### config.mk
export PLATFORM = sky130hd
export DESIGN_NAME = motion_segment_detector
export DESIGN_NICKNAME = d
export VERILOG_FILES = /design/src/hw/rtl/msd_pkg.sv /design/src/hw/rtl/msd_front.sv /design/src/hw/rtl/msd_fifo.sv /design/src/hw/rtl/msd_back.sv /design/src/hw/rtl/motion_segment_detector.sv
export SDC_FILE = /design/constraint.sdc
export NUM_CORES = 1
export LEC_CHECK = 0
export ABC_AREA = 1
export BUFFER_PORTS_ARGS = -buffer_cell sky130_fd_sc_hd__buf_2
export CAP_MARGIN = 0
export CORE_UTILIZATION = 35
export CTS_BUF_LIST = sky130_fd_sc_hd__clkbuf_8
export DETAILED_ROUTE_END_ITERATION = 8
export SLEW_MARGIN = 20
export SYNTH_ARGS = -nofsm -noshare
export SYNTH_HDL_FRONTEND = slang
export SYNTH_SLANG_ARGS = --single-unit
### constraint.sdc
create_clock -name clk -period 5.8 [get_ports clk]
set_clock_uncertainty 0.05 [all_clocks]
set_input_delay 1.16 -clock clk [delete_from_list [all_inputs] [get_ports clk]]
set_output_delay 1.16 -clock clk [all_outputs]
set_load 0.05 [all_outputs]
### src/hw/rtl/msd_pkg.sv
// ----------------------------------------------------------------------------
// msd_pkg
// Shared types and constants of the motion segment detector: register map,
// event codes, the queued frame record and the configuration bundle.
// ----------------------------------------------------------------------------
package msd_pkg;

  // register map
  localparam int CFG_IDX_W = 3;
  typedef enum logic [CFG_IDX_W-1:0] {
    REG_MOVE_TH   = 3'd0,
    REG_STILL_TH  = 3'd1,
    REG_SETTLE    = 3'd2,
    REG_TAG_WIN   = 3'd3,
    REG_DECIM     = 3'd4,
    REG_MIN_FRM   = 3'd5
  } reg_idx_t;
  localparam int CFG_DATA_W = 24;

  // register reset values
  localparam logic [14:0] MOVE_TH_RST  = 15'd38;
  localparam logic [14:0] STILL_TH_RST = 15'd13;
  localparam logic [23:0] SETTLE_RST   = 24'd600000;
  localparam logic [23:0] TAG_WIN_RST  = 24'd300000;
  localparam logic [7:0]  DECIM_RST    = 8'd10;
  localparam logic [23:0] MIN_FRM_RST  = 24'd40;

  // frame time clamp
  localparam int          DT_W          = 17;
  localparam logic [23:0] DT_MAX_US     = 24'd100000;
  localparam logic [DT_W-1:0] DT_DEFAULT_US = 17'd2000;

  // queue between front and back
  localparam int QDEPTH = 4;
  localparam int QPTR_W = (QDEPTH > 1) ? $clog2(QDEPTH) : 1;
  localparam int QCNT_W = $clog2(QDEPTH + 1);

  // stream widths
  localparam int IN_DATA_W   = 56;
  localparam int OUT_DATA_W  = 104;
  localparam int OUT_USER_W  = 4;

  typedef enum logic [2:0] {
    EV_IDLE      = 3'd0,
    EV_STARTED   = 3'd1,
    EV_RECORDING = 3'd2,
    EV_SAVED     = 3'd3,
    EV_TOO_SHORT = 3'd4,
    EV_EMPTY     = 3'd5
  } event_t;

  typedef struct packed {
    logic [14:0] move_th;
    logic [14:0] still_th;
    logic [23:0] settle_us;
    logic [23:0] tag_win_us;
    logic [7:0]  decim;
    logic [23:0] min_frames;
  } cfg_t;

  // one closed frame, as handed from front to back
  typedef struct packed {
    logic [14:0]     peak;
    logic [DT_W-1:0] dt;
    logic [15:0]     buttons;
  } frame_t;

endpackage

### src/hw/rtl/msd_front.sv
// ----------------------------------------------------------------------------
// msd_front
// Takes joint beats, keeps the running peak magnitude of the frame and, on
// the last joint, pushes the closed frame (peak, clamped dt, buttons).
// ----------------------------------------------------------------------------
module msd_front (
  input  logic            clk,
  input  logic            rst_n,
  input  logic            in_tvalid,
  output logic            in_tready,
  input  logic [15:0]     joint_speed,
  input  logic            last_joint,
  input  logic [23:0]     elapsed_us,
  input  logic [15:0]     buttons,
  input  logic            q_full,
  output logic            q_push,
  output msd_pkg::frame_t q_data
);
  import msd_pkg::*;

  logic [14:0]     peak_r, peak_nxt;
  logic [14:0]     mag;
  logic [15:0]     neg;
  logic [14:0]     peak_cand;
  logic            dt_ok;
  logic            accept;

  assign in_tready = !q_full;
  assign accept    = in_tvalid && in_tready;

  // absolute value, most negative code saturates
  always_comb begin
    neg = 16'(~joint_speed + 16'd1);
    if (joint_speed == 16'h8000) begin
      mag = 15'h7FFF;
    end else if (joint_speed[15]) begin
      mag = neg[14:0];
    end else begin
      mag = joint_speed[14:0];
    end
  end

  assign peak_cand = (mag > peak_r) ? mag : peak_r;

  // unknown or wild frame time falls back to the default
  assign dt_ok = (elapsed_us != 24'd0) && (elapsed_us <= DT_MAX_US);

  always_comb begin
    q_data.peak    = peak_cand;
    q_data.dt      = dt_ok ? elapsed_us[DT_W-1:0] : DT_DEFAULT_US;
    q_data.buttons = buttons;
  end

  assign q_push = accept && last_joint;

  // running peak, cleared when the frame closes
  always_comb begin
    peak_nxt = peak_r;
    if (accept) begin
      peak_nxt = last_joint ? 15'd0 : peak_cand;
    end
  end

  always_ff @(posedge clk) begin
    if (!rst_n) begin
      peak_r <= 15'd0;
    end else begin
      peak_r <= peak_nxt;
    end
  end

endmodule

### src/hw/rtl/msd_fifo.sv
// ----------------------------------------------------------------------------
// msd_fifo
// Short frame queue between front and back so each side stalls on its own.
// ----------------------------------------------------------------------------
module msd_fifo (
  input  logic            clk,
  input  logic            rst_n,
  input  logic            push,
  input  msd_pkg::frame_t push_data,
  input  logic            pop,
  output msd_pkg::frame_t pop_data,
  output logic            full,
  output logic            empty
);
  import msd_pkg::*;

  frame_t              mem_r [QDEPTH];
  logic [QPTR_W-1:0]   wr_ptr_r, wr_ptr_nxt;
  logic [QPTR_W-1:0]   rd_ptr_r, rd_ptr_nxt;
  logic [QCNT_W-1:0]   count_r, count_nxt;
  logic                do_push, do_pop;

  assign full     = (count_r == QCNT_W'(QDEPTH));
  assign empty    = (count_r == '0);
  assign do_push  = push && !full;
  assign do_pop   = pop && !empty;
  assign pop_data = mem_r[rd_ptr_r];

  // pointer and occupancy update
  always_comb begin
    wr_ptr_nxt = wr_ptr_r;
    rd_ptr_nxt = rd_ptr_r;
    count_nxt  = count_r;
    if (do_push) begin
      wr_ptr_nxt = (wr_ptr_r == QPTR_W'(QDEPTH - 1)) ? '0 : wr_ptr_r + 1'b1;
    end
    if (do_pop) begin
      rd_ptr_nxt = (rd_ptr_r == QPTR_W'(QDEPTH - 1)) ? '0 : rd_ptr_r + 1'b1;
    end
    if (do_push && !do_pop) begin
      count_nxt = count_r + 1'b1;
    end else if (do_pop && !do_push) begin
      count_nxt = count_r - 1'b1;
    end
  end

  always_ff @(posedge clk) begin
    if (!rst_n) begin
      wr_ptr_r <= '0;
      rd_ptr_r <= '0;
      count_r  <= '0;
    end else begin
      wr_ptr_r <= wr_ptr_nxt;
      rd_ptr_r <= rd_ptr_nxt;
      count_r  <= count_nxt;
    end
  end

  // storage
  always_ff @(posedge clk) begin
    if (do_push) begin
      mem_r[wr_ptr_r] <= push_data;
    end
  end

endmodule

### src/hw/rtl/msd_back.sv
// ----------------------------------------------------------------------------
// msd_back
// Segment tracker: pops closed frames, runs the idle/moving hysteresis,
// the tag window, decimated capture and quiet time, and holds the result beat.
// ----------------------------------------------------------------------------
module msd_back (
  input  logic            clk,
  input  logic            rst_n,
  input  msd_pkg::cfg_t   cfg,
  input  logic            q_empty,
  input  msd_pkg::frame_t q_data,
  output logic            q_pop,
  output logic            out_tvalid,
  input  logic            out_tready,
  output msd_pkg::event_t event_res,
  output logic            capture_frame,
  output logic [23:0]     frame_count,
  output logic [15:0]     button_mask,
  output logic [15:0]     segment_number,
  output logic [31:0]     segment_time_us,
  output logic [14:0]     frame_max_speed
);
  import msd_pkg::*;

  // segment state
  logic        moving_r, moving_nxt;
  logic [23:0] still_r, still_nxt;
  logic [31:0] segt_r, segt_nxt;
  logic [23:0] tagt_r, tagt_nxt;
  logic [15:0] mask_r, mask_nxt;
  logic [7:0]  dec_r, dec_nxt;
  logic [23:0] capf_r, capf_nxt;
  logic [15:0] saved_r, saved_nxt;

  // result beat
  logic        ov_r, ov_nxt;
  event_t      ev_r, ev_nxt;
  logic        cap_r, cap_nxt;
  logic [23:0] cnt_r, cnt_nxt;
  logic [14:0] pk_r, pk_nxt;

  logic [32:0] segt_sum;
  logic [24:0] tagt_sum;
  logic [24:0] still_sum;
  logic [7:0]  dec_inc;
  logic [23:0] capf_inc;
  logic        seg_end;

  assign q_pop = !q_empty && (!ov_r || out_tready);

  assign segt_sum  = {1'b0, segt_r} + 33'(q_data.dt);
  assign tagt_sum  = {1'b0, tagt_r} + 25'(q_data.dt);
  assign still_sum = {1'b0, still_r} + 25'(q_data.dt);
  assign dec_inc   = (dec_r == 8'hFF) ? dec_r : dec_r + 8'd1;
  assign capf_inc  = (capf_r == 24'hFFFFFF) ? capf_r : capf_r + 24'd1;

  // frame update
  always_comb begin
    moving_nxt = moving_r;
    still_nxt  = still_r;
    segt_nxt   = segt_r;
    tagt_nxt   = tagt_r;
    mask_nxt   = mask_r;
    dec_nxt    = dec_r;
    capf_nxt   = capf_r;
    saved_nxt  = saved_r;
    ev_nxt     = ev_r;
    cap_nxt    = cap_r;
    cnt_nxt    = cnt_r;
    pk_nxt     = pk_r;
    seg_end    = 1'b0;
    if (q_pop) begin
      pk_nxt  = q_data.peak;
      cap_nxt = 1'b0;
      if (!moving_r) begin
        ev_nxt  = EV_IDLE;
        cnt_nxt = capf_r;
        if (q_data.peak > cfg.move_th) begin
          moving_nxt = 1'b1;
          dec_nxt    = 8'd0;
          mask_nxt   = 16'd0;
          tagt_nxt   = 24'd0;
          segt_nxt   = 32'd0;
          still_nxt  = 24'd0;
          capf_nxt   = 24'd0;
          cnt_nxt    = 24'd0;
          ev_nxt     = EV_STARTED;
        end
      end else begin
        ev_nxt   = EV_RECORDING;
        segt_nxt = segt_sum[32] ? 32'hFFFFFFFF : segt_sum[31:0];
        // button collection inside the tag window
        if (tagt_r < cfg.tag_win_us) begin
          mask_nxt = mask_r | q_data.buttons;
          tagt_nxt = tagt_sum[24] ? 24'hFFFFFF : tagt_sum[23:0];
        end
        // decimated capture
        dec_nxt = dec_inc;
        if (dec_inc >= cfg.decim) begin
          dec_nxt  = 8'd0;
          capf_nxt = capf_inc;
          cap_nxt  = 1'b1;
        end
        cnt_nxt = capf_nxt;
        // quiet time and segment end
        if (q_data.peak < cfg.still_th) begin
          still_nxt = still_sum[24] ? 24'hFFFFFF : still_sum[23:0];
          if (still_nxt >= cfg.settle_us) begin
            seg_end    = 1'b1;
            moving_nxt = 1'b0;
            still_nxt  = 24'd0;
            if (cnt_nxt == 24'd0) begin
              ev_nxt = EV_EMPTY;
            end else if (cnt_nxt < cfg.min_frames) begin
              ev_nxt = EV_TOO_SHORT;
            end else begin
              ev_nxt = EV_SAVED;
              if (saved_r != 16'hFFFF) begin
                saved_nxt = saved_r + 16'd1;
              end
            end
            capf_nxt = 24'd0;
          end
        end else begin
          still_nxt = 24'd0;
        end
      end
    end
  end

  // result beat valid
  always_comb begin
    ov_nxt = ov_r;
    if (q_pop) begin
      ov_nxt = 1'b1;
    end else if (out_tready) begin
      ov_nxt = 1'b0;
    end
  end

  always_ff @(posedge clk) begin
    if (!rst_n) begin
      moving_r <= 1'b0;
      still_r  <= 24'd0;
      segt_r   <= 32'd0;
      tagt_r   <= 24'd0;
      mask_r   <= 16'd0;
      dec_r    <= 8'd0;
      capf_r   <= 24'd0;
      saved_r  <= 16'd0;
      ov_r     <= 1'b0;
    end else begin
      moving_r <= moving_nxt;
      still_r  <= still_nxt;
      segt_r   <= segt_nxt;
      tagt_r   <= tagt_nxt;
      mask_r   <= mask_nxt;
      dec_r    <= dec_nxt;
      capf_r   <= capf_nxt;
      saved_r  <= saved_nxt;
      ov_r     <= ov_nxt;
    end
  end

  always_ff @(posedge clk) begin
    ev_r  <= ev_nxt;
    cap_r <= cap_nxt;
    cnt_r <= cnt_nxt;
    pk_r  <= pk_nxt;
  end

  // state only moves with a loaded beat, so the state fields show directly
  assign out_tvalid      = ov_r;
  assign event_res       = ev_r;
  assign capture_frame   = cap_r;
  assign frame_count     = cnt_r;
  assign button_mask     = mask_r;
  assign segment_number  = saved_r;
  assign segment_time_us = segt_r;
  assign frame_max_speed = pk_r;

`ifndef NO_ASSERTIONS
  a_end_goes_idle: assert property (@(posedge clk) disable iff (!rst_n)
    seg_end |=> !moving_r)
    else $error("segment end did not return to idle");

  a_capture_only_moving: assert property (@(posedge clk) disable iff (!rst_n)
    (ov_r && cap_r) |-> (ev_r != EV_IDLE && ev_r != EV_STARTED))
    else $error("capture flagged outside a segment");

  a_empty_count: assert property (@(posedge clk) disable iff (!rst_n)
    (ov_r && ev_r == EV_EMPTY) |-> (cnt_r == 24'd0))
    else $error("empty segment with captured frames");

  a_saved_count: assert property (@(posedge clk) disable iff (!rst_n)
    (q_pop && ev_nxt == EV_SAVED) |-> (cnt_nxt >= cfg.min_frames && cnt_nxt != 24'd0))
    else $error("segment saved below minimum frame count");
`endif

endmodule

### src/hw/rtl/motion_segment_detector.sv
// ----------------------------------------------------------------------------
// motion_segment_detector
// Hysteresis motion detector over a stream of joint speed samples.
// ----------------------------------------------------------------------------
// Usage:
//   in_*  : one beat per joint; in_tlast marks the frame's final joint, whose
//           beat also carries elapsed time and the button word.
//   out_* : one result beat per frame, emitted for each in_tlast beat only.
//   cfg_* : register writes (index 0..5), always ready; write only while idle.
// Throughput: one input beat per cycle while the frame queue is not full, including last joints.
// Result path: a frame's last-joint beat is written into the frame queue, and the
//   back then pops it and loads the result beat once that beat is free or taken.
// Stall: the result beat holds while out_tready is low; the four-entry frame
//   queue keeps taking frames, and in_tready drops only once it is full.
// Reset: rst_n low clears peak, segment state, queue and the result beat's valid and
//   restores the register defaults; no input is refused after reset.
// ----------------------------------------------------------------------------
module motion_segment_detector (
  input  logic                               clk,
  input  logic                               rst_n,
  // joint_speed[15:0], elapsed_us[39:16], buttons[55:40]
  input  logic [msd_pkg::IN_DATA_W-1:0]      in_tdata,
  input  logic                               in_tlast,
  input  logic                               in_tvalid,
  output logic                               in_tready,
  // frame_count[23:0], button_mask[39:24], segment_number[55:40],
  // segment_time_us[87:56], frame_max_speed[102:88], zero pad[103]
  output logic [msd_pkg::OUT_DATA_W-1:0]     out_tdata,
  // event_res[2:0], capture_frame[3]
  output logic [msd_pkg::OUT_USER_W-1:0]     out_tuser,
  output logic                               out_tvalid,
  input  logic                               out_tready,
  input  logic                               cfg_valid,
  output logic                               cfg_ready,
  input  logic [msd_pkg::CFG_IDX_W-1:0]      cfg_index,
  input  logic [msd_pkg::CFG_DATA_W-1:0]     cfg_data
);
  import msd_pkg::*;

  cfg_t        cfg_r, cfg_nxt;
  logic        q_push, q_pop, q_full, q_empty;
  frame_t      q_in, q_out;
  event_t      ev;
  logic        cap;
  logic [23:0] cnt;
  logic [15:0] mask;
  logic [15:0] segn;
  logic [31:0] segt;
  logic [14:0] pk;

  // configuration registers
  assign cfg_ready = 1'b1;

  always_comb begin
    cfg_nxt = cfg_r;
    if (cfg_valid) begin
      case (reg_idx_t'(cfg_index))
        REG_MOVE_TH:  cfg_nxt.move_th    = cfg_data[14:0];
        REG_STILL_TH: cfg_nxt.still_th   = cfg_data[14:0];
        REG_SETTLE:   cfg_nxt.settle_us  = cfg_data;
        REG_TAG_WIN:  cfg_nxt.tag_win_us = cfg_data;
        REG_DECIM:    cfg_nxt.decim      = cfg_data[7:0];
        REG_MIN_FRM:  cfg_nxt.min_frames = cfg_data;
        default:      cfg_nxt = cfg_r;
      endcase
    end
  end

  always_ff @(posedge clk) begin
    if (!rst_n) begin
      cfg_r.move_th    <= MOVE_TH_RST;
      cfg_r.still_th   <= STILL_TH_RST;
      cfg_r.settle_us  <= SETTLE_RST;
      cfg_r.tag_win_us <= TAG_WIN_RST;
      cfg_r.decim      <= DECIM_RST;
      cfg_r.min_frames <= MIN_FRM_RST;
    end else begin
      cfg_r <= cfg_nxt;
    end
  end

  // front: peak tracking and frame close
  msd_front u_front (
    .clk         (clk),
    .rst_n       (rst_n),
    .in_tvalid   (in_tvalid),
    .in_tready   (in_tready),
    .joint_speed (in_tdata[15:0]),
    .last_joint  (in_tlast),
    .elapsed_us  (in_tdata[39:16]),
    .buttons     (in_tdata[55:40]),
    .q_full      (q_full),
    .q_push      (q_push),
    .q_data      (q_in)
  );

  // frame queue
  msd_fifo u_fifo (
    .clk       (clk),
    .rst_n     (rst_n),
    .push      (q_push),
    .push_data (q_in),
    .pop       (q_pop),
    .pop_data  (q_out),
    .full      (q_full),
    .empty     (q_empty)
  );

  // back: segment tracking and result beat
  msd_back u_back (
    .clk             (clk),
    .rst_n           (rst_n),
    .cfg             (cfg_r),
    .q_empty         (q_empty),
    .q_data          (q_out),
    .q_pop           (q_pop),
    .out_tvalid      (out_tvalid),
    .out_tready      (out_tready),
    .event_res       (ev),
    .capture_frame   (cap),
    .frame_count     (cnt),
    .button_mask     (mask),
    .segment_number  (segn),
    .segment_time_us (segt),
    .frame_max_speed (pk)
  );

  // result packing
  assign out_tuser = {cap, ev};
  assign out_tdata = {1'b0, pk, segt, segn, mask, cnt};

endmodule

==> results by stage, run 1 <==
Synthesis:
- The cell area that synthesis handed to floorplanning was 0.0273 mm².
- The share of synthesized registers carrying an async set or reset is 0.
- In this run the mean area of a mapped cell was roughly 8 µm².
- For this run, the leading register cell type out of synthesis is sky130_fd_sc_hd__dfxtp_1.
- Ranked by total cell area, the synthesized netlist is headed by sky130_fd_sc_hd__edfxtp_1 26%, sky130_fd_sc_hd__dfxtp_1 21%, sky130_fd_sc_hd__nand2_1 8.4%, sky130_fd_sc_hd__ha_1 8.4%, sky130_fd_sc_hd__a21oi_1 6.7%.
- The cell accounting for the most synthesized area is sky130_fd_sc_hd__edfxtp_1.
- The netlist uses 57 different library cells.
- The share of synthesized area in the top cell type comes to 0.259.
- The number of storage elements in the synthesis netlist is 515.
- The Yosys step of the flow raised 0 warnings.
- The share of the Yosys chip area taken by registers is 0.464.
- The cell count after synthesis is 3310.
- The number of synthesized flops with an enable pin is 235.
- Synthesis produced a netlist with a net count of roughly 3.6k.

STA:
- The final-layout setup total negative slack is 0 ps.
- Setup violations remaining at the end of the flow were counted as 0.
- The final number of hold-violating endpoints is 0.
- The share of the cycle needed by the critical path after routing is 0.898.
- The worst path setup slack after routing is 590 ps.
- The upper clock frequency limit is between 150 and 200 MHz.
- The worst path needs 5210 ps of the cycle, external delays included.
- Setup repair after global routing left no endpoint under its margin.
- The final number of max-transition violations came to 0.
- Measured against its own limit, the worst slew margin works out to 0.316.
- The transition time at the pin with the least slew margin is 1030 ps.

Cells and area:
- In the final layout, the share of cells above drive strength 1 is 0.125.
- The library cell used most frequently in the layout, excluding fill and tap cells, is sky130_fd_sc_hd__nand2_1.
- The growth of design area from synthesis to finish is 15.0%.
- At the end of the flow, the number of nets in the layout was about 3.8k.
- In the layout the commonest cells are 611 x sky130_fd_sc_hd__nand2_1, 423 x sky130_fd_sc_hd__inv_1, 363 x sky130_fd_sc_hd__a21oi_1.
- Measured on the finished design, the core utilization comes to 0.410.

GRT:
- The total overflow left after global routing is 0.
- The number of antenna violations at the first check in global routing is 8.
- The number of global-route vias before repair came to 21.5k.
- The wire length of the first global-routing pass is 118000 µm.
- In the global route stage, overall resource usage came out at 0.191.
- Entering global routing, the biggest net connects a little under 100 pins.

CTS:
- The clock-pin slew on the worst setup and hold paths is 60 ps.
- The later pin in the worst-skew pair is clocked with a latency of 720 ps.
- The quantity of hold-fixing buffers added after cts is 0.
- The TritonCTS buffer count is 90.
- The CTS tree is built.
- Clock tree synthesis selected as its root buffer the cell sky130_fd_sc_hd__clkbuf_8.
- The clock passes through at most 3 buffers.
- The number of H-tree levels is 3.
- The clock sink count is 515.

Place:
- Timing analysis after detailed placement gives a worst setup slack of 103 ps.
- During placement, the flow inserted port buffers numbering 197.
- The congestion estimate from routability-driven global placement came to 0.911.
- Once detailed placement completed, the half-perimeter wirelength came to 53800 µm.

Detailed routing:
- The detailed-route wire length per cell is 16.5 µm.
- Once detail routing completed, the nets flagged for antenna violations numbered 0.
- The routed layout has 23.0k vias.
- Summed over all layers, the routed wires come to 76400 µm.
- After the first detailed-routing iteration, the DRC count stood at roughly 1.7k.
- In the routed design, unresolved DRC markers number 0.
- The mean number of vias per cell is 4.97.
- The iteration count of the initial detailed-routing pass is 5.

Die:
- The area of the core is 0.0765 mm².
- The chip width is 281 µm.
- The floorplan step defined a die boundary enclosing 0.0790 mm².
- The die extent in y is 281 µm.
- The count of standard-cell rows is 101.
- 200 I/O pins were placed.
- For this configuration, the core starts out at a cell density of 0.357.

Setup path:
- Data on the critical path arrives at its endpoint at 5780 ps.
- STA classifies the critical path startpoint as a flip-flop.
- Of all nets on the critical path, the largest fanout is 81.
- Among the stages of the critical path, the cell type that occurs most often is sky130_fd_sc_hd__nand2_1.
- STA classifies the critical path endpoint as a flip-flop.
- In this run the critical register-to-register path is captured at u_back.capf_r[4].
- The family with the most delay on the worst path is simple AND/OR/NAND/NOR gates.
- In this design, the stage delay of the slowest critical-path cell is 390 ps.
- The number of cells on the worst reg-to-reg path is 30.
- The data required time of the critical path is 6370 ps.
- The slowest stage of the critical path belongs to the cell sky130_fd_sc_hd__dfxtp_4.
- The type of the worst setup path is flip-flop to flip-flop.
- The setup slack on the worst flop-to-flop path is about 600 ps.
- The count of buffering cells on the critical path with inverters included is 7.

Power:
- The switching power as a share of total power is 0.431.
- Power spread over the standard cell area amounts to around 440 mW/mm².
- For this design the static power due to leakage is 13.1 nW.
- Summed over all nets, the switching power comes to ~6 mW.
- The worst voltage drop across the vdd grid is 0.000387 V.
- Of the total power, registers draw 0.330.
- The combinational share of power is 0.421.
- The power share of the clock group is 0.249.
- Cell internal power was estimated by the tool at 7.77 mW.

Run:
- The number of violations of the max-capacitance limit is 0.

Hold path:
- For hold timing, the worst endpoint is u_back.button_mask[0].
- The worst hold path begins at u_back.button_mask[0].
- In this run the worst hold path is classified as flip-flop to flip-flop.
- The number of cells traversed by the worst hold path is 2.

Status:
- The run finished with clean final reports.
## power by group through the flow
stage / logic [mW] / registers [mW] / clock network, mW
2_1_floorplan: 3.16 / 5.41 / 0
3_3_place_gp: 5.67 / 4.59 / 0
3_5_place_dp: 5.71 / 4.59 / 0
4_1_cts: 5.74 / 4.52 / 3.50
5_1_grt: 6.33 / 4.55 / 3.67
6_report: 5.75 / 4.51 / 3.41
## layout make-up
class / instances / area (µm²)
antenna: 3 / 7.51
clock buffer: 106 / 1460
clock inverter: 61 / 385
fill: 7696 / 45100
inverter: 390 / 1470
multi-input combinational: 2278 / 12700
sequential: 515 / 12700
tap: 1030 / 1290
timing repair buffer: 248 / 1380
## tightest hold or removal path, stage by stage, from the launching register on
cell,delay [ps]
sky130_fd_sc_hd__dfxtp_1,310
sky130_fd_sc_hd__inv_1,50
sky130_fd_sc_hd__a21oi_1,50
## metrics by stage
step | hold WS (ps) | cells | power, mW | area [µm²]
2_1_floorplan | 374 | 3310 | 8.57 | 27300
3_3_place_gp | 388 | 4460 | 10.3 | 29500
3_5_place_dp | 390 | 4460 | 10.3 | 29500
4_1_cts | 401 | 4627 | 13.8 | 31300
5_1_grt | 418 | 4631 | 14.6 | 31400
6_report | 401 | 4631 | 13.7 | 31400
## sequential cells by signal, indices dropped and copies added, names as in the netlist, 3 cells and up, named ones only
| signal | count |
|---|---|
| cfg_r | 110 |
| u_back.segment_number | 16 |
| u_back.dec_r | 8 |
| u_back.frame_max_speed | 15 |
| u_back.segment_time_us | 32 |
| u_back.event_res | 3 |
| u_back.frame_count | 24 |
| u_fifo.count_r | 3 |
| u_back.tagt_r | 24 |
| u_back.capf_r | 24 |
| u_back.still_r | 24 |
| u_fifo.mem_r | 192 |
| u_back.button_mask | 16 |
| u_front.peak_r | 15 |
## how the worst max path moves through the flow
stage	slack (ps)	endpoint	startpoint	cells after the start
floorplan	690	u_back.capf_r[14]	flip-flop	33
finish	590	u_back.capf_r[4]	flip-flop	30
CTS	70	u_back.segment_number[6]	flip-flop	30
detailed placement	100	u_back.segment_number[6]	flip-flop	28
global route	2	u_back.segment_number[5]	flip-flop	31
global placement	310	u_back.segment_number[15]	flip-flop	30
## per-layer routing
metal / share of wire / global-route usage
met1: 0.46 / 0.258
met2: 0.45 / 0.305
met3: 0.062 / 0.0392
met4: 0.026 / 0.0612
met5: 0.00072 / 0
## Yosys cell counts (all sizes together) (22+ instances only)
cell,n
a21oi,364
nand4,36
dfxtp,280
xnor2,23
inv,388
nand2,625
nand3,135
ha,183
nor2,295
o211ai,27
clkbuf,106
buf,22
edfxtp,235
xor2,64
o21ai,311
o22ai,70
nor3,48
## what timing repair did
item,CTS,global route
buffers inserted,0,0
resized for setup,0,11
setup endpoints to repair,0,57
## kinds of logic after synthesis
logic type	share of synthesized area
simple gates	0.184
compound gates	0.163
buf+inv	0.0732
flops	0.464
fa+ha+maj	0.0869
xor+xnor	0.0285
other cells	0.000275
No activity file was read; power rests on OpenSTA's default activity.
==> inputs of run 2 (changes only) <==
--- a/config.mk
+++ b/config.mk
@@ -5,7 +5,6 @@
 export SDC_FILE = /design/constraint.sdc
 export NUM_CORES = 1
 export LEC_CHECK = 0
-export ABC_AREA = 1
 export BUFFER_PORTS_ARGS = -buffer_cell sky130_fd_sc_hd__buf_2
 export CAP_MARGIN = 0
 export CORE_UTILIZATION = 35
==> run 2 against run 1 <==
  * First-iteration DRC count is 12% lower
  * Register-to-register slack worse by 230 ps
  * Critical path depth is 6 lower
  * Count of clock-buffer cells in the layout is 4 lower
  * Core utilization is 0.43 points higher
  * Combinational power is 5.9% lower
  * Sequential power hardly changed
  * Die area is 2.2% lower
  * Worst setup slack worse by 230 ps
  * Clock power is 4% lower
  * Cell area is 0.95% lower
  * Non-clock buffer count is 54 higher
==> results by stage, run 2 <==
Synthesis:
- The synthesis warning total is 0 (unchanged).
- The share of synthesized registers carrying an async set or reset is 0 (unchanged).
- The number of library cell types mapped by synthesis is 84 (+47%).
- The synthesized design spends more area on one cell type than any other, namely sky130_fd_sc_hd__edfxtp_1.
- Yosys instantiated no cell more often than sky130_fd_sc_hd__nand2_1.
- The number of synthesized flops with an enable pin is 235 (unchanged).
- Sorting the synthesized cells by area gives the leading types as sky130_fd_sc_hd__edfxtp_1 26%, sky130_fd_sc_hd__dfxtp_1 21%, sky130_fd_sc_hd__ha_1 8.6%, sky130_fd_sc_hd__nand2_1 6.7%, sky130_fd_sc_hd__a21oi_1 4.2%.
- The sequential area share after synthesis was 0.475 (+0.0107).
- The number of storage elements in the synthesis netlist was 515 (unchanged).
- The cell count after synthesis is 2737 (-17%).
- The combined area of all synthesized cells is 0.0267 mm² (-2.2%).
- The mean cell area of the mapped netlist is 9.74 µm² (+18%).
- The share of Yosys cell area claimed by the top area cell type is 0.265 (+0.00595).
- The most used flip-flop cell after synthesis is sky130_fd_sc_hd__dfxtp_1.
- The net count after synthesis was 3013 (-16%).
- The commonest cells after synthesis are 477 x sky130_fd_sc_hd__nand2_1, 280 x sky130_fd_sc_hd__dfxtp_1, 235 x sky130_fd_sc_hd__edfxtp_1.

Cells and area:
- Leaving out fill and tap cells, the most frequent cell in the layout is sky130_fd_sc_hd__nand2_1.
- Leaving out fill and tap cells, the most frequent cells in the layout are 476 x sky130_fd_sc_hd__nand2_1, 276 x sky130_fd_sc_hd__dfxtp_1, 235 x sky130_fd_sc_hd__edfxtp_1.
- The register with the most flip-flops in the final layout is u_fifo.mem_r.
- The flip-flop count of the largest register, all copies and words added is 192 (unchanged).
- The layout net count is 3268 (-14%).
- The final instance area is 0.0311 mm² (-0.95%).
- The proportion of layout cells with a drive suffix above 1 came to 0.173 (+0.0481).
- The number of fill cells is 7270 (-5.5%).
- The growth of design area from synthesis to finish is 16.6%.
- The final non-filler cell total is 4031 (-13%).

STA:
- The final number of hold-violating endpoints is 0 (unchanged).
- The share of the cycle needed by the critical path after routing is 0.939 (+0.0405).
- The final number of max-transition violations was 0 (unchanged).
- The total of endpoints with negative setup slack in the final report is 0 (unchanged).
- The clock period minus worst slack was 5440 ps (+235 ps).
- The relative slew slack is 0.293 (-0.0222).
- The transition time at the pin with the least slew margin came to 1060 ps (+29.4 ps).
- The upper clock frequency limit is 184 MHz (-4.3%).
- Setup repair after global routing could not meet its margin everywhere.

Setup path:
- The endpoint kind of the worst setup timing path is a flip-flop.
- The maximum single-stage delay on the critical path is 420 ps (+30 ps).
- The slowest stage of the critical path is the sky130_fd_sc_hd__a2111oi_4 cell.
- The worst endpoint data arrival time came to 5980 ps (+200 ps).
- The critical-path maximum fanout came to 19 (-77%).
- The signal on the critical path passes through ha_2, nand2_1, nor2_1, nand3_2, xnor2_1, ha_1, nand2b_1, a2111oi_4, o311a_1, nor2_2, buf_12, and3_1, xor2_2, ha_1, a21oi_1, o21ai_1, a221o_1, a221oi_1, o21ai_0, o21bai_2, and3_4, buf_12, a41o_1, a21oi_1.
- The data required time of the critical path is 6330 ps (-40 ps).
- The critical path is of the flip-flop to flip-flop type.
- The critical path startpoint category is a flip-flop.

CTS:
- The clock latency of the later-clocked register in the worst-skew pair was 690 ps (-30 ps).
- The CTS tree is built.
- The number of H-tree levels is 3 (unchanged).
- The clock-pin slew on the worst setup and hold paths is 60 ps (about the same).
- The clock sink count came to 515 (unchanged).
- The TritonCTS buffer count is 89 (-1.1%).
- The buffer depth of the longest clock path is 3 (unchanged).
- The tree is rooted in a sky130_fd_sc_hd__clkbuf_8.
- The quantity of hold-fixing buffers added after cts came to 0 (unchanged).

Die:
- The effective utilization at floorplan is 0.356 (-0.00101).
- The number of primary I/O pins is 200 (unchanged).
- The die extent in y is 278 µm (-1.1%).
- The count of standard-cell rows is 100 (-0.99%).
- The chip width is 278 µm (-1.1%).
- The die footprint is 0.0773 mm² (-2.2%).
- The area of the core was 0.0749 mm² (-2.0%).

Detailed routing:
- The detailed-route wire length per cell is 18.1 µm (+9.8%).
- The antenna violation net count after detailed routing is 0 (unchanged).
- The aggregate routed wire length was 73000 µm (-4.4%).
- The via count of the routed design came to 21.0k (-8.6%).
- The mean number of vias per cell is 5.22 (+5.1%).
- The iteration count of the initial detailed-routing pass was 6 (+1).
- The starting DRC count in detailed routing is 1503 (-12%).
- The post-route DRC violation count was 0 (unchanged).

GRT:
- The number of antenna violations at the first check in global routing was 3 (-5).
- The global-route usage over all layers is 0.187 (-0.00461).
- The number of global-route vias before repair is 20.3k (-5.8%).
- The wire length of the first global-routing pass is 113000 µm (-4.2%).
- The pin count of the biggest net entering global routing came to 125 (+26%).
- The sum of overflow across all layers after global routing came to 0 (unchanged).

Place:
- The area of placed instances is 0.0292 mm² (-0.93%).
- The sum of net half-perimeters after detailed placement is 51800 µm (-3.6%).
- The final weighted congestion in routability-driven placement was 0.878 (-3.6%).
- The number of buffers added on ports came to 197 (unchanged).
- The total instance count after detailed placement was 3866 (-13%).

Hold path:
- The path class of the tightest hold or removal check is flip-flop to flip-flop.

Run:
- The number of violations of the max-capacitance limit is 0 (unchanged).

Power:
- The reported leakage power is 12.3 nW (-5.5%).
- The worst voltage drop across the vdd grid is 0.000332 V (-14%).
- The total power draw is 13.2 mW (-3.6%).
- The total power divided by cell area is 424 mW/mm² (-2.6%).

Status:
- The flow ran to the end, and the final reports show no timing, DRC or antenna violations.
## run 2: path summary, 6_finish.rpt
| check | depth (start not counted) | slack [ps] | start | endpoint |
|---|---|---|---|---|
| worst max-delay path | 24 | 360 | u_back.dec_r[1] | u_back.segment_number[8] |
| worst min-delay path | 2 | 400 | cfg_r[28] | cfg_r[28] |
| worst max register to register | 24 | 360 | u_back.dec_r[1] | u_back.segment_number[8] |
| worst min register to register | 2 | 400 | cfg_r[28] | cfg_r[28] |
## run 2: what timing repair did
action | 4_1_cts | 5_1_grt
setup endpoints to repair | 7 | 42
buffers inserted | 1 | 3
pin swaps | 1 | 6
gates resized for setup | 2 | 21
gates cloned | 0 | 0
## run 2: layout make-up
class,count,area (µm²),share of cell area
Clock inverter,57,348,0.0112
Inverter,168,633,0.0204
Multi-Input combinational cell,1916,12900,0.416
Antenna cell,2,5.00,0.000161
Sequential cell,515,12700,0.408
Timing Repair Buffer,302,1880,0.0605
Clock buffer,102,1400,0.0452
Tap cell,969,1210,0.0390
## run 2: power breakdown
part,internal (mW),total (mW),switching [mW],leakage (nW)
Combinational,1.88,5.41,3.53,6.85
Sequential,4.27,4.49,0.218,4.48
Clock,1.74,3.29,1.55,1.01
## run 2: stage by stage
step	utilization	TNS, ps	setup slack [ps]	hold WS (ps)
after floorplan	-	0	7.94	380
after global placement	0.389	-211	-96.5	393
after detailed placement	0.389	-226	-78.6	397
after CTS	0.413	0	6.59	405
after global routing	0.414	-20.1	-11.8	421
final	0.414	0	355	403
## run 2: logic make-up (layout without fill, tap and decap cells)
logic type / Yosys count / in the layout / synth area share
AOI/OAI and AO/OA: 639 / 639 / 0.152
other: 2 / 4 / 0.000282
and+or+nand+nor: 931 / 931 / 0.161
buffers and inverters: 306 / 629 / 0.0448
adders and majority gates: 187 / 187 / 0.0889
DFF: 515 / 515 / 0.475
xor gates and xnor gates: 86 / 86 / 0.0283
muxes: 71 / 71 / 0.0495
## run 2: critical path: cells and delay by family, from the launching register on
family | cells | cell delay [ps]
flops | 1 | 380
fa+ha+maj | 3 | 790
simple gates | 7 | 1120
xor+xnor | 2 | 470
compound gates | 10 | 2250
buf+inv | 2 | 320
## run 2: routing by layer
metal / up-vias / GRT usage / share of wire
met5: - / 0 / 0.00016
met4: 2 / 0.0601 / 0.026
met3: 128 / 0.0320 / 0.046
met2: 506 / 0.314 / 0.48
met1: 10000 / 0.243 / 0.45
li1: 10400 / - / -
